<file path="src/rtl/bil_pkg.sv">
// ---------------------------------------------------------------------------
// bil_pkg
// shared widths, request and status codes, and controller/datapath structs
// ---------------------------------------------------------------------------
`default_nettype none

package bil_pkg;

    localparam int CNT_W        = 5;
    localparam int POS_W        = 4;
    localparam int REQ_W        = 3;
    localparam int VAL_W        = 32;
    localparam int STAT_W       = 2;
    localparam int DEF_CAPACITY = 16;

    localparam logic [CNT_W-1:0] DEF_LIMIT = 5'd16;

    // request codes
    localparam logic [REQ_W-1:0] REQ_PUSH_FRONT = 3'd0;
    localparam logic [REQ_W-1:0] REQ_PUSH_BACK  = 3'd1;
    localparam logic [REQ_W-1:0] REQ_INSERT     = 3'd2;
    localparam logic [REQ_W-1:0] REQ_DELETE     = 3'd3;
    localparam logic [REQ_W-1:0] REQ_READ       = 3'd4;

    // status codes
    localparam logic [STAT_W-1:0] ST_DONE  = 2'd0;
    localparam logic [STAT_W-1:0] ST_FULL  = 2'd1;
    localparam logic [STAT_W-1:0] ST_RANGE = 2'd2;

    // source of the read value in a result
    typedef enum logic [1:0] {
        RD_ZERO,
        RD_DATA,
        RD_FAIL
    } t_rd_sel;

    typedef struct packed {
        logic              load;
        logic              setup;
        logic              shift;
        logic              put;
        logic              drop;
        logic              rd;
        logic              finish;
        logic [STAT_W-1:0] status;
        t_rd_sel           rd_sel;
    } t_dp_cmd;

    typedef struct packed {
        logic [REQ_W-1:0] req;
        logic             full;
        logic             pos_lt_cnt;
        logic             cnt_zero;
        logic             pos_zero;
        logic             moves_done;
        logic             out_free;
    } t_dp_sts;

endpackage

`default_nettype wire

</file>
<file path="src/rtl/bil_if.sv">
// ---------------------------------------------------------------------------
// bil_if
// request, result and configuration channels of the list core
// ---------------------------------------------------------------------------
`default_nettype none

interface bil_req_if import bil_pkg::*; ();
    logic                    valid;
    logic                    ready;
    logic [REQ_W-1:0]        req_type;
    logic [POS_W-1:0]        position;
    logic signed [VAL_W-1:0] value_in;

    modport source (output valid, req_type, position, value_in, input ready);
    modport sink   (input valid, req_type, position, value_in, output ready);
endinterface

interface bil_rsp_if import bil_pkg::*; ();
    logic                    valid;
    logic                    ready;
    logic [STAT_W-1:0]       status;
    logic signed [VAL_W-1:0] read_value;
    logic [CNT_W-1:0]        entry_count;
    logic                    is_empty;
    logic                    is_full;

    modport source (output valid, status, read_value, entry_count, is_empty, is_full,
                    input ready);
    modport sink   (input valid, status, read_value, entry_count, is_empty, is_full,
                    output ready);
endinterface

interface bil_cfg_if import bil_pkg::*; ();
    logic             valid;
    logic             ready;
    logic [CNT_W-1:0] data;

    modport source (output valid, data, input ready);
    modport sink   (input valid, data, output ready);
endinterface

`default_nettype wire

</file>
<file path="src/rtl/bil_ctrl.sv">
// ---------------------------------------------------------------------------
// bil_ctrl
// request sequencer: decodes the request and steps the datapath
// ---------------------------------------------------------------------------
`default_nettype none

module bil_ctrl import bil_pkg::*; (
    input  wire logic    i_clk,
    input  wire logic    i_rst_n,
    input  wire logic    i_in_valid,
    output logic         o_in_ready,
    input  wire t_dp_sts i_sts,
    output t_dp_cmd      o_cmd
);

    typedef enum logic [2:0] {
        S_IDLE,
        S_EVAL,
        S_SHIFT,
        S_DRAIN,
        S_PUT,
        S_DONE
    } t_state;

    t_state            r_state, n_state;
    logic [STAT_W-1:0] r_status, n_status;
    t_rd_sel           r_rd_sel, n_rd_sel;

    assign o_in_ready = (r_state == S_IDLE);

    always_comb begin
        n_state  = r_state;
        n_status = r_status;
        n_rd_sel = r_rd_sel;
        o_cmd        = '0;
        o_cmd.status = r_status;
        o_cmd.rd_sel = r_rd_sel;
        case (r_state)
            S_IDLE: begin
                if (i_in_valid) begin
                    o_cmd.load = 1'b1;
                    n_state    = S_EVAL;
                end
            end
            S_EVAL: begin
                n_status = ST_DONE;
                n_rd_sel = RD_ZERO;
                n_state  = S_DONE;
                case (i_sts.req)
                    REQ_PUSH_FRONT, REQ_PUSH_BACK: begin
                        if (i_sts.full) begin
                            n_status = ST_FULL;
                        end else begin
                            o_cmd.setup = 1'b1;
                            n_state     = S_SHIFT;
                        end
                    end
                    REQ_INSERT: begin
                        if (i_sts.full) begin
                            n_status = ST_FULL;
                        end else if (i_sts.pos_lt_cnt || (i_sts.pos_zero && i_sts.cnt_zero)) begin
                            o_cmd.setup = 1'b1;
                            n_state     = S_SHIFT;
                        end else begin
                            n_status = ST_RANGE;
                        end
                    end
                    REQ_DELETE: begin
                        if (i_sts.pos_lt_cnt) begin
                            o_cmd.setup = 1'b1;
                            n_state     = S_SHIFT;
                        end else begin
                            n_status = ST_RANGE;
                        end
                    end
                    REQ_READ: begin
                        if (i_sts.pos_lt_cnt) begin
                            o_cmd.rd = 1'b1;
                            n_rd_sel = RD_DATA;
                        end else begin
                            n_status = ST_RANGE;
                            n_rd_sel = RD_FAIL;
                        end
                    end
                    default: begin
                    end
                endcase
            end
            S_SHIFT: begin
                if (i_sts.moves_done) begin
                    n_state = S_DRAIN;
                end else begin
                    o_cmd.shift = 1'b1;
                end
            end
            S_DRAIN: begin
                // last moved entry was written as the shift loop ended
                if (i_sts.req == REQ_DELETE) begin
                    o_cmd.drop = 1'b1;
                    n_state    = S_DONE;
                end else begin
                    n_state = S_PUT;
                end
            end
            S_PUT: begin
                o_cmd.put = 1'b1;
                n_state   = S_DONE;
            end
            S_DONE: begin
                if (i_sts.out_free) begin
                    o_cmd.finish = 1'b1;
                    n_state      = S_IDLE;
                end
            end
            default: begin
                n_state = S_IDLE;
            end
        endcase
    end

    always_ff @(posedge i_clk) begin
        if (!i_rst_n) begin
            r_state  <= S_IDLE;
            r_status <= ST_DONE;
            r_rd_sel <= RD_ZERO;
        end else begin
            r_state  <= n_state;
            r_status <= n_status;
            r_rd_sel <= n_rd_sel;
        end
    end

endmodule

`default_nettype wire

</file>
<file path="src/rtl/bil_datapath.sv">
// ---------------------------------------------------------------------------
// bil_datapath
// entry store, count and limit registers, shift pointers and result register
// ---------------------------------------------------------------------------
`default_nettype none

module bil_datapath import bil_pkg::*; #(
    parameter int CAPACITY = DEF_CAPACITY
) (
    input  wire logic                    i_clk,
    input  wire logic                    i_rst_n,
    input  wire t_dp_cmd                 i_cmd,
    output t_dp_sts                      o_sts,
    input  wire logic [REQ_W-1:0]        i_req_type,
    input  wire logic [POS_W-1:0]        i_position,
    input  wire logic signed [VAL_W-1:0] i_value_in,
    input  wire logic                    i_cfg_valid,
    input  wire logic [CNT_W-1:0]        i_cfg_data,
    input  wire logic                    i_rsp_ready,
    output logic                         o_rsp_valid,
    output logic [STAT_W-1:0]            o_status,
    output logic signed [VAL_W-1:0]      o_read_value,
    output logic [CNT_W-1:0]             o_entry_count,
    output logic                         o_is_empty,
    output logic                         o_is_full
);

    localparam int AW = $clog2(CAPACITY);
    localparam int PW = (AW > CNT_W) ? AW : CNT_W;

    logic [VAL_W-1:0] mem [CAPACITY];

    logic [REQ_W-1:0]        r_req;
    logic [POS_W-1:0]        r_pos;
    logic [VAL_W-1:0]        r_val;
    logic [CNT_W-1:0]        r_count;
    logic [CNT_W-1:0]        r_limit;
    logic [PW-1:0]           r_ptr;
    logic [PW-1:0]           r_tgt;
    logic [VAL_W-1:0]        r_q;
    logic                    r_wp_valid;
    logic [AW-1:0]           r_wp_addr;
    logic                    r_o_valid;
    logic [STAT_W-1:0]       r_o_status;
    logic signed [VAL_W-1:0] r_o_rd;
    logic [CNT_W-1:0]        r_o_cnt;
    logic                    r_o_empty;
    logic                    r_o_full;

    logic [PW-1:0] cnt_x;
    logic [PW-1:0] pos_x;
    logic [PW-1:0] ins_at;
    logic [PW-1:0] rd_addr_x;
    logic [PW-1:0] dst_x;
    logic          is_del;
    logic          full;
    logic          rd_en;

    assign cnt_x  = PW'(r_count);
    assign pos_x  = PW'(r_pos);
    assign is_del = (r_req == REQ_DELETE);
    assign full   = (r_count >= r_limit) || (32'(r_count) >= 32'(CAPACITY));

    always_comb begin
        case (r_req)
            REQ_PUSH_FRONT: ins_at = '0;
            REQ_PUSH_BACK:  ins_at = cnt_x;
            default:        ins_at = pos_x;
        endcase
    end

    // insert moves entries up walking down, delete moves them down walking up
    assign rd_en     = i_cmd.shift | i_cmd.rd;
    assign rd_addr_x = i_cmd.rd ? pos_x : (is_del ? r_ptr : r_ptr - PW'(1));
    assign dst_x     = is_del ? r_ptr - PW'(1) : r_ptr;

    assign o_sts.req        = r_req;
    assign o_sts.full       = full;
    assign o_sts.pos_lt_cnt = ({1'b0, r_pos} < r_count);
    assign o_sts.cnt_zero   = (r_count == '0);
    assign o_sts.pos_zero   = (r_pos == '0);
    assign o_sts.moves_done = (r_ptr == r_tgt);
    assign o_sts.out_free   = !r_o_valid || i_rsp_ready;

    // store, read register and payload
    always_ff @(posedge i_clk) begin
        if (r_wp_valid) begin
            mem[r_wp_addr] <= r_q;
        end else if (i_cmd.put) begin
            mem[r_tgt[AW-1:0]] <= r_val;
        end
        if (rd_en) begin
            r_q <= mem[rd_addr_x[AW-1:0]];
        end
        if (i_cmd.load) begin
            r_req <= i_req_type;
            r_pos <= i_position;
            r_val <= i_value_in;
        end
        if (i_cmd.setup) begin
            r_ptr <= is_del ? pos_x + PW'(1) : cnt_x;
            r_tgt <= is_del ? cnt_x : ins_at;
        end else if (i_cmd.shift) begin
            r_ptr <= is_del ? r_ptr + PW'(1) : r_ptr - PW'(1);
        end
        r_wp_addr <= dst_x[AW-1:0];
        if (i_cmd.finish) begin
            r_o_status <= i_cmd.status;
            r_o_cnt    <= r_count;
            r_o_empty  <= (r_count == '0);
            r_o_full   <= full;
            case (i_cmd.rd_sel)
                RD_DATA: r_o_rd <= r_q;
                RD_FAIL: r_o_rd <= '1;
                default: r_o_rd <= '0;
            endcase
        end
    end

    // control state
    always_ff @(posedge i_clk) begin
        if (!i_rst_n) begin
            r_count    <= '0;
            r_limit    <= DEF_LIMIT;
            r_wp_valid <= 1'b0;
            r_o_valid  <= 1'b0;
        end else begin
            if (i_cfg_valid) begin
                r_limit <= i_cfg_data;
            end
            if (i_cmd.put) begin
                r_count <= r_count + CNT_W'(1);
            end else if (i_cmd.drop) begin
                r_count <= r_count - CNT_W'(1);
            end
            r_wp_valid <= i_cmd.shift;
            if (i_cmd.finish) begin
                r_o_valid <= 1'b1;
            end else if (i_rsp_ready) begin
                r_o_valid <= 1'b0;
            end
        end
    end

    assign o_rsp_valid   = r_o_valid;
    assign o_status      = r_o_status;
    assign o_read_value  = r_o_rd;
    assign o_entry_count = r_o_cnt;
    assign o_is_empty    = r_o_empty;
    assign o_is_full     = r_o_full;

endmodule

`default_nettype wire

</file>
<file path="src/rtl/bounded_indexed_list_core.sv">
// sequence: a read, a rejected or an unknown request goes from decode straight to its
//   result; a push or insert runs the shift loop and a final write, a delete the shift loop and a drop
// throughput: one item at a time; the store has
//   one write and one read port, so a shift moves one entry per cycle
// reset: synchronous active low; count cleared, limit back to 16, no result pending;
//   the store is not cleared and only entries below the count are ever read
// ---------------------------------------------------------------------------
// bounded_indexed_list_core
// ordered list of signed values in a fixed store with push, insert, delete and read
// ---------------------------------------------------------------------------
`default_nettype none

module bounded_indexed_list_core import bil_pkg::*; #(
    parameter int CAPACITY = DEF_CAPACITY
) (
    input  wire logic  i_clk,
    input  wire logic  i_rst_n,
    bil_req_if.sink    i_req,
    bil_rsp_if.source  o_rsp,
    bil_cfg_if.sink    i_cfg
);

    t_dp_cmd cmd;
    t_dp_sts sts;
    logic    in_ready;

    // the limit register takes a write in any cycle
    assign i_cfg.ready = 1'b1;
    // one item at a time: taken only when the sequencer is idle
    assign i_req.ready = in_ready;

    // sequencer: decode, shift loop, final write, result hand-off
    bil_ctrl u_ctrl (
        .i_clk      (i_clk),
        .i_rst_n    (i_rst_n),
        .i_in_valid (i_req.valid),
        .o_in_ready (in_ready),
        .i_sts      (sts),
        .o_cmd      (cmd)
    );

    // store, count, limit and result register; the result register lets the
    // next item in while a result still waits downstream
    bil_datapath #(
        .CAPACITY (CAPACITY)
    ) u_datapath (
        .i_clk         (i_clk),
        .i_rst_n       (i_rst_n),
        .i_cmd         (cmd),
        .o_sts         (sts),
        .i_req_type    (i_req.req_type),
        .i_position    (i_req.position),
        .i_value_in    (i_req.value_in),
        .i_cfg_valid   (i_cfg.valid),
        .i_cfg_data    (i_cfg.data),
        .i_rsp_ready   (o_rsp.ready),
        .o_rsp_valid   (o_rsp.valid),
        .o_status      (o_rsp.status),
        .o_read_value  (o_rsp.read_value),
        .o_entry_count (o_rsp.entry_count),
        .o_is_empty    (o_rsp.is_empty),
        .o_is_full     (o_rsp.is_full)
    );

endmodule

`default_nettype wire

</file>
<file path="src/flat_wrapper.sv">
// flat-port wrapper written by rule: the top's interface ports become plain ports
module bounded_indexed_list_core_flat import bil_pkg::*;
#(
    parameter int CAPACITY = DEF_CAPACITY
)
  (i_clk, i_rst_n, i_req_valid, i_req_req_type, i_req_position, i_req_value_in, i_req_ready, o_rsp_valid, o_rsp_status, o_rsp_read_value, o_rsp_entry_count, o_rsp_is_empty, o_rsp_is_full, o_rsp_ready, i_cfg_valid, i_cfg_data, i_cfg_ready);
  bil_req_if i_req_i ();
  bil_rsp_if o_rsp_i ();
  bil_cfg_if i_cfg_i ();
  input  wire logic i_clk;
  input  wire logic i_rst_n;
  input wire logic [$bits(i_req_i.valid)-1:0] i_req_valid;
  input wire logic [$bits(i_req_i.req_type)-1:0] i_req_req_type;
  input wire logic [$bits(i_req_i.position)-1:0] i_req_position;
  input wire logic [$bits(i_req_i.value_in)-1:0] i_req_value_in;
  output wire logic [$bits(i_req_i.ready)-1:0] i_req_ready;
  output wire logic [$bits(o_rsp_i.valid)-1:0] o_rsp_valid;
  output wire logic [$bits(o_rsp_i.status)-1:0] o_rsp_status;
  output wire logic [$bits(o_rsp_i.read_value)-1:0] o_rsp_read_value;
  output wire logic [$bits(o_rsp_i.entry_count)-1:0] o_rsp_entry_count;
  output wire logic [$bits(o_rsp_i.is_empty)-1:0] o_rsp_is_empty;
  output wire logic [$bits(o_rsp_i.is_full)-1:0] o_rsp_is_full;
  input wire logic [$bits(o_rsp_i.ready)-1:0] o_rsp_ready;
  input wire logic [$bits(i_cfg_i.valid)-1:0] i_cfg_valid;
  input wire logic [$bits(i_cfg_i.data)-1:0] i_cfg_data;
  output wire logic [$bits(i_cfg_i.ready)-1:0] i_cfg_ready;
  assign i_req_i.valid = i_req_valid;
  assign i_req_i.req_type = i_req_req_type;
  assign i_req_i.position = i_req_position;
  assign i_req_i.value_in = i_req_value_in;
  assign i_req_ready = i_req_i.ready;
  assign o_rsp_valid = o_rsp_i.valid;
  assign o_rsp_status = o_rsp_i.status;
  assign o_rsp_read_value = o_rsp_i.read_value;
  assign o_rsp_entry_count = o_rsp_i.entry_count;
  assign o_rsp_is_empty = o_rsp_i.is_empty;
  assign o_rsp_is_full = o_rsp_i.is_full;
  assign o_rsp_i.ready = o_rsp_ready;
  assign i_cfg_i.valid = i_cfg_valid;
  assign i_cfg_i.data = i_cfg_data;
  assign i_cfg_ready = i_cfg_i.ready;
  bounded_indexed_list_core #(.CAPACITY(CAPACITY)) u_core (.i_clk(i_clk), .i_rst_n(i_rst_n), .i_req(i_req_i), .o_rsp(o_rsp_i), .i_cfg(i_cfg_i));
endmodule
</file>
<file path="config.mk">
export PLATFORM = sky130hd
export DESIGN_NAME = bounded_indexed_list_core_flat
export DESIGN_NICKNAME = d
export VERILOG_FILES = /design/src/rtl/bil_pkg.sv /design/src/rtl/bil_if.sv /design/src/rtl/bil_ctrl.sv /design/src/rtl/bil_datapath.sv /design/src/rtl/bounded_indexed_list_core.sv /design/src/flat_wrapper.sv
export SDC_FILE = /design/constraint.sdc
export NUM_CORES = 1
export LEC_CHECK = 0
export BUFFER_PORTS_ARGS = -buffer_cell sky130_fd_sc_hd__buf_2
export CORE_MARGIN = 1
export CORE_UTILIZATION = 42
export CTS_CLUSTER_SIZE = 25
export DETAILED_ROUTE_END_ITERATION = 16
export GPL_TIMING_DRIVEN = 0
export PLACE_DENSITY = 0.65
export RECOVER_POWER = 50
export SLEW_MARGIN = 25
export SYNTH_ARGS = -nofsm -noshare
export SYNTH_HDL_FRONTEND = slang
export SYNTH_SLANG_ARGS = --single-unit
</file>
<file path="constraint.sdc">
create_clock -name i_clk -period 9.3 [get_ports i_clk]
set_input_delay 0 -clock i_clk [delete_from_list [all_inputs] [get_ports i_clk]]
set_output_delay 0 -clock i_clk [all_outputs]
set_load 0.01 [all_outputs]
</file>
== Word level (Yosys, flattened, before mapping) ==
Memory sizes are Yosys's and may differ from the RTL's. A register that Yosys moved wholly into a read port is not among the register bits.
Index checks and enable logic that the tools add are counted.

* RAM bits: 512
* Logic and storage cells: 115
* Memory bits (read-only): 0
* Latch bits: 0
* Memories kept: 1
* Flip-flop bits (word level): 113
* Input bits: 49
* Output and inout port bits: 44

{| class="wikitable"
|+ Memories
! name !! words !! width !! rd ports !! clocked after memory_dff !! wr ports !! RTL line !! text
|-
| u_core.u_datapath.mem || 16 || 32 || 1 || 1 || 1 || bil_datapath.sv:31 || <nowiki>logic [VAL_W-1:0] mem [CAPACITY];</nowiki>
|}

* Add/subtract/negate cells: 5
* Shift operators: 0
* Div/mod/pow operators: 0
* Reduce and logical (&&, ||, !) cells: 16
* Bitwise logic cells: 1
* Magnitude comparators: 3
* Muxes and demuxes: 56
* Eq/ne operators: 15
* $mul: 0

{| class="wikitable"
|+ Operator list
! kind !! number
|-
| 32-bit one-hot mux with 2 select lines || 1
|-
| 5-bit two-way mux || 7
|-
| 32-bit two-way mux || 1
|-
| 32-bit OR reduction || 1
|-
| 1-bit two-way mux || 26
|-
| 3-bit two-way mux || 7
|-
| 3-bit one-hot mux with 6 select lines || 1
|-
| 4-bit two-way mux || 4
|-
| 3-bit by 2-bit == test with 1-bit output, second input constant || 4
|-
| 5-bit by 1-bit adder with 5-bit output, second input constant || 2
|-
| 2-bit two-way mux || 5
|-
| 5-bit one-hot mux with 2 select lines || 1
|-
| 5-bit by 1-bit subtractor with 5-bit output, second input constant || 2
|-
| 3-bit == test, second input constant || 3
|-
| 3-bit one-hot mux with 3 select lines || 1
|-
| 3-bit by 1-bit == test with 1-bit output, second input constant || 2
|-
| 3-bit logical NOT || 2
|-
| 2-bit one-hot mux with 3 select lines || 1
|-
| 2-bit nonzero test || 3
|-
| 4-bit by 1-bit adder with 5-bit output, second input constant || 1
|-
| 5-bit == test || 1
|-
| 5-bit >= comparator || 1
|-
| 5-bit >= comparator, second input constant || 1
|-
| 5-bit logical NOT || 1
|-
| 13 further kinds || 17
|}

== Depth between registers and ports, before layout ==
* Word-level depth: 8
* Gate-level depth with buffers: 12
* Depth with buffers taken out: 9

== By module ==
A second synthesis with hierarchy kept.

* Cell total of the unflattened synthesis: 2147
* Area total of the unflattened synthesis: 29594.6 µm²

{| class="wikitable"
|+ Modules (own cells, without submodules)
! module !! cells an instance !! sequential area each (µm²) !! times used !! area each (µm²)
|-
| bil_datapath || 2081 || 19358.6 || 1 || 29117.9
|-
| bil_ctrl || 64 || 140.1 || 1 || 465.4
|-
| bounded_indexed_list_core || 2 || 0.0 || 1 || 11.3
|}

== Least setup slack after synthesis ==
OpenSTA, ideal clock, no wires.

* Kind: register to register
* Start: reg u_core.u_ctrl.r_state[0]
* End: mem u_core.u_datapath.mem[10][0] (enable)
* Arrival time: 2980 ps
* Path buffers: 2
* Cell stages (with the launch flop): 10
* Slack: 5899 ps
* Setup time: 421 ps
* Period minus slack after synthesis: 3401 ps
* Required time: 8879 ps
* Path through: dfxtp_1 > clkbuf_1 > nor2_1 > and2_1 > inv_1 > nor2_1 > clkbuf_1 > nor3b_1 > a31oi_1 > nor2_1

* Word-level cells in the longest chain between the ends: 7
* Elaborated cells on any way between the ends: 8
* Classes of those cells: eq/ne (1); mux (6); reduce/logical (1)

{| class="wikitable"
|+ Ends and longest elaborated chain
! element !! RTL line !! text
|-
| start: declaration || bil_ctrl.sv:25 || <nowiki>t_state r_state, n_state;</nowiki>
|-
| start signal: assignment || bil_ctrl.sv:127 || <nowiki>r_state <= n_state;</nowiki>
|-
| 3-bit == test (*) || bil_ctrl.sv:38 || <nowiki>case (r_state)</nowiki>
|-
| 1-bit two-way mux (*) || bil_ctrl.sv:38 ||
|-
| 1-bit two-way mux (*) || bil_datapath.sv:89 || <nowiki>end else if (i_cmd.put) begin</nowiki>
|-
| 1-bit two-way mux (*) || bil_datapath.sv:87 || <nowiki>if (r_wp_valid) begin</nowiki>
|-
| 1-bit two-way mux (implied by the code) (*) || bil_datapath.sv:90 || <nowiki>mem[r_tgt[AW-1:0]] <= r_val;</nowiki>
|-
| 32-bit OR reduction (no line) || n/a ||
|-
| 4-bit two-way mux (no line) / 1-bit two-way mux (equally long branches) || n/a ||
|-
| end: declaration || bil_datapath.sv:31 ||
|}

Every way passes the cells marked *; elsewhere a longest branch is shown, timed or not.

== Worst setup path in the final report ==
* Start: reg u_core.u_datapath.r_count[1], in the netlist u_core.u_datapath.cnt_x[1]
* End: reg u_core.u_datapath.r_q[5], read port of u_core.u_datapath.mem (data pin)

* Word-level cells in the longest chain between the ends: 5
* Elaborated cells on any way between the ends: 6
* Classes of those cells: order compare (1); mux (4); bitwise (1)

{| class="wikitable"
|+ Ends and longest elaborated chain
! element !! RTL line !! text
|-
| start: declaration || bil_datapath.sv:36 || <nowiki>logic [CNT_W-1:0] r_count;</nowiki>
|-
| start signal: assignment || bil_datapath.sv:132 || <nowiki>r_count <= r_count + CNT_W'(1);</nowiki>
|-
| start signal: assignment || bil_datapath.sv:134 || <nowiki>r_count <= r_count - CNT_W'(1);</nowiki>
|-
| 4-bit by 5-bit less-than comparator with 1-bit output (*) || bil_datapath.sv:79 || <nowiki>assign o_sts.pos_lt_cnt = ({1'b0, r_pos} < r_count);</nowiki>
|-
| 1-bit two-way mux (*) || bil_ctrl.sv:77 || <nowiki>if (i_sts.pos_lt_cnt) begin</nowiki>
|-
| 1-bit two-way mux (*) || bil_ctrl.sv:49 || <nowiki>case (i_sts.req)</nowiki>
|-
| 1-bit two-way mux (*) || bil_ctrl.sv:38 ||
|-
| 4-bit two-way mux / 1-bit bitwise OR (equally long branches) || bil_datapath.sv:74, bil_datapath.sv:73 ||
|-
| end: declaration || bil_datapath.sv:40 || <nowiki>logic [VAL_W-1:0] r_q;</nowiki>
|}

Marked as above.
A chain may end at the register's enable or synchronous reset.

==> impl_metrics.env <==
export IMPL_cts_clk_slew_worst_paths_ps=60
export IMPL_worstMarginPinSlew_ps=1714
export IMPL_drc=0
export IMPL_synth_cell_area_um2=26110
export IMPL_grt_max_degree=22
export IMPL_violations="capacitance limit, slew limit"
export IMPL_num_rows=91
export IMPL_synth_adder_area_share=0.009873
export IMPL_synth_compound_area_frac=0.1306
export IMPL_whs_path_depth=2
export IMPL_regArea_um2=19500
export IMPL_endpoint_kind="register"
export IMPL_power_density_nw_per_um2=283.2
export IMPL_setup_tns_ps=0
export IMPL_critPathRequiredTime_ps=9760
export IMPL_vias=16800
export IMPL_cts_buffers=69
export IMPL_grt_pass1_vias=16860
export IMPL_synth_cell_type_count=54
export IMPL_avgSynthCellArea_um2=14.48
export IMPL_cts_setup_buffers=0
export IMPL_synthMuxAreaShare=0.01788
export IMPL_drive_gt1_frac=0.1201
export IMPL_syn_nets=1872
export IMPL_io_buffer_count=90
export IMPL_crit_chain="inv_1, ha_1, nand2_1, o21ai_0, a21o_1, clkbuf_1, mux2i_1, buf_2, clkbuf_1, a21oi_1, a221oi_1, a2111o_1"
export IMPL_yosys_warnings=0
export IMPL_stdcell_area_um2=30830
export IMPL_antenna_left=0
export IMPL_track_usage=0.2284
export IMPL_synth_edf_count=634
export IMPL_maxCapViolations=2
export IMPL_hold_buffers=53
export IMPL_die_area_um2=63160
export IMPL_htreeDepth=3
export IMPL_slew_headroom=-0.1432
export IMPL_gp_congestion=0.8371
export IMPL_skew_ps=37.79
export IMPL_cp_data_arrival_time_ps=4660
export IMPL_yosysTopAreaCellShare=0.7293
export IMPL_crit_slowest_cell="clkbuf_1"
export IMPL_ys_seq_area_frac=0.7469
export IMPL_first_pass_iters=5
export IMPL_wire_per_inst_um=24.40
export IMPL_die_h_um=251.3
export IMPL_period_share=0.4511
export IMPL_rrSetupSlack_ps=5110
export IMPL_drt_iter0_markers=1696
export IMPL_synth_top_family_by_area="compound AO/OA/AOI/OAI gates"
export IMPL_whs_endpoint="u_core.u_datapath.r_val[25]"
export IMPL_rsz0062_at_grt="false"
export IMPL_r2r_end="u_core.u_datapath.r_q[5]"
export IMPL_hpwl_um=47110
export IMPL_cts_sinks=657
export IMPL_rr_startpoint="u_core.u_datapath.cnt_x[1]"
export IMPL_die_w_um=251.3
export IMPL_drt_total_wl_um=71430
export IMPL_setup_viol=0
export IMPL_vdd_ir_drop_max_uv=143.2
export IMPL_reg2reg_depth=12
export IMPL_max_freq_mhz=238.4
export IMPL_final_core_util=0.5006
export IMPL_cpMostUsedCell="clkbuf_1"
export IMPL_synth_async_reset_ratio=0
export IMPL_io_pins=93
export IMPL_status="finished, violations left"
export IMPL_ys_flop_type="edfxtp_1"
export IMPL_hold_slack_ps=79.69
export IMPL_cpLargestDelayFamily="buffers and inverters"
export IMPL_yosys_area_top_type="edfxtp_1"
export IMPL_worstSetupPathType="register to register"
export IMPL_initial_core_util=0.4238
export IMPL_antennaDiodeCount=0
export IMPL_clock_latency_ps=630
export IMPL_hp_class="input port to register"
export IMPL_antenna_found_initial=0
export IMPL_crit_path_start_kind="register"
export IMPL_min_from="i_req_value_in[25]"
export IMPL_grt_pass1_wl_um=106300
export IMPL_synth_area_top_cells="edfxtp_1 (73%), a21oi_1 (5.6%), nand2_1 (4.1%)"
export IMPL_placed_cell_area_um2=28280
export IMPL_synth_seq_cells=657
export IMPL_root_buffer="clkbuf_16"
export IMPL_power_leakage_uw=0.01026
export IMPL_slowest_delay_ps=750
export IMPL_crit_fanout=10
export IMPL_cts_path_max_buffers=3
export IMPL_nNetsFinal=2108
export IMPL_ctsResizeCount=0
export IMPL_multi_input_area_um2=6033
export IMPL_critPathBufInv=4
export IMPL_min_period_ps=4195
export IMPL_drv_slew=44
export IMPL_fillers=5132
export IMPL_area_growth_pct=18.12
export IMPL_hold_violations=0
export IMPL_synth_simple_area_share=0.06164
export IMPL_syn_inst=1803
export IMPL_via_per_inst=5.738
export IMPL_grt_remaining_overflow=0
export IMPL_core_area_um2=61600
export IMPL_cts_tree="done"
export IMPL_synth_xor_area_share=0.006375
[sequential cells by signal, summed over array words and instances (netlist names), 2 cells and up]
register and cells:
u_core.u_ctrl.r_rd_sel 2, u_core.u_datapath.o_status 2, u_core.u_datapath.cnt_x 5, u_core.u_datapath.r_wp_addr 4, u_core.u_datapath.r_val 32, u_core.u_datapath.r_pos 4, u_core.u_datapath.r_tgt 5, u_core.u_datapath.o_read_value 32
u_core.u_datapath.mem 512, u_core.u_datapath.r_req 3, u_core.u_ctrl.r_state 3, u_core.u_datapath.r_ptr 5, u_core.u_ctrl.r_status 2, u_core.u_datapath.o_entry_count 5, u_core.u_datapath.r_q 32, u_core.u_datapath.r_limit 5
[cell type report]
class | instances | area share
buffer | 124 | 0.01911
clock buffer | 83 | 0.05770
clock inverter | 39 | 0.01225
inverter | 25 | 0.003043
multi-input combinational | 997 | 0.1957
sequential | 657 | 0.6324
tap | 837 | 0.03396
timing repair buffer | 165 | 0.04589
[how the worst max path moves through the flow]
| stage | start | to | slack [ps] | cells after the start |
|---|---|---|---|---|
| 4_1_cts | u_core.u_ctrl.r_state[0] | u_core.u_datapath.mem[3][21] | 5280 | 9 |
| 5_1_grt | u_core.u_datapath.cnt_x[1] | u_core.u_datapath.r_q[2] | 4860 | 12 |
| 3_3_place_gp | u_core.u_ctrl.r_state[0] | u_core.u_datapath.mem[0][13] | 3480 | 8 |
| 3_5_place_dp | u_core.u_ctrl.r_state[0] | u_core.u_datapath.mem[3][14] | 5290 | 9 |
| 2_1_floorplan | u_core.u_ctrl.r_state[0] | u_core.u_datapath.mem[10][0] | 5900 | 9 |
| 6_report | u_core.u_datapath.cnt_x[1] | u_core.u_datapath.r_q[5] | 5110 | 12 |
[placed cells by master, fill, tap and decap left out, types with 32 or more instances in the layout]
master,count
buf_2,80
clkbuf_16,69
nor2_1,54
a2111o_1,33
a21oi_1,292
nand2_1,283
clkbuf_1,135
dlygate4sd3_1,53
a221oi_1,96
a22oi_1,32
edfxtp_1,634
[cell families after synthesis]
family          count (synthesis)
mux                            42
buf+inv                       149
flops                         657
simple gates                  397
other cells                     1
compound gates                518
xor+xnor                       19
fa+ha+maj                      20
[Yosys cell counts (14+ instances only)]
cell type,n
a2111o_1,33
a21oi_1,292
a21oi_2,15
a221oi_1,96
a22oi_1,32
buf_2,38
clkbuf_1,68
dfxtp_1,23
edfxtp_1,634
ha_1,19
inv_1,25
mux2_2,33
nand2_1,283
nor2_1,70
xnor2_1,14
[metal layers]
metal	up-vias	global-route usage	wire length, um
met5	-	0	0
met4	0	0.1082	3159
met3	184	0.04701	5675
met2	811	0.3688	33710
met1	8374	0.2955	28880
li1	7426	-	-
[through the flow]
stage               worst slack (ps)  std cells  total power (uW)
floorplan                       5899       1803              5162
global placement                3485       2730              5984
detailed placement              5293       2752              6091
CTS                             5282       2927              8761
global route                    4857       2927              9059
finish                          5105       2927              8732
[report_power, final]
part	leakage (uW)	switching [uW]	internal, uW
logic	0.00325	1670	696
registers	0.00594	73.6	3610
clock network	0.00106	1160	1510
total	0.0103	2910	5820
Power figures use the tool's default switching activity.
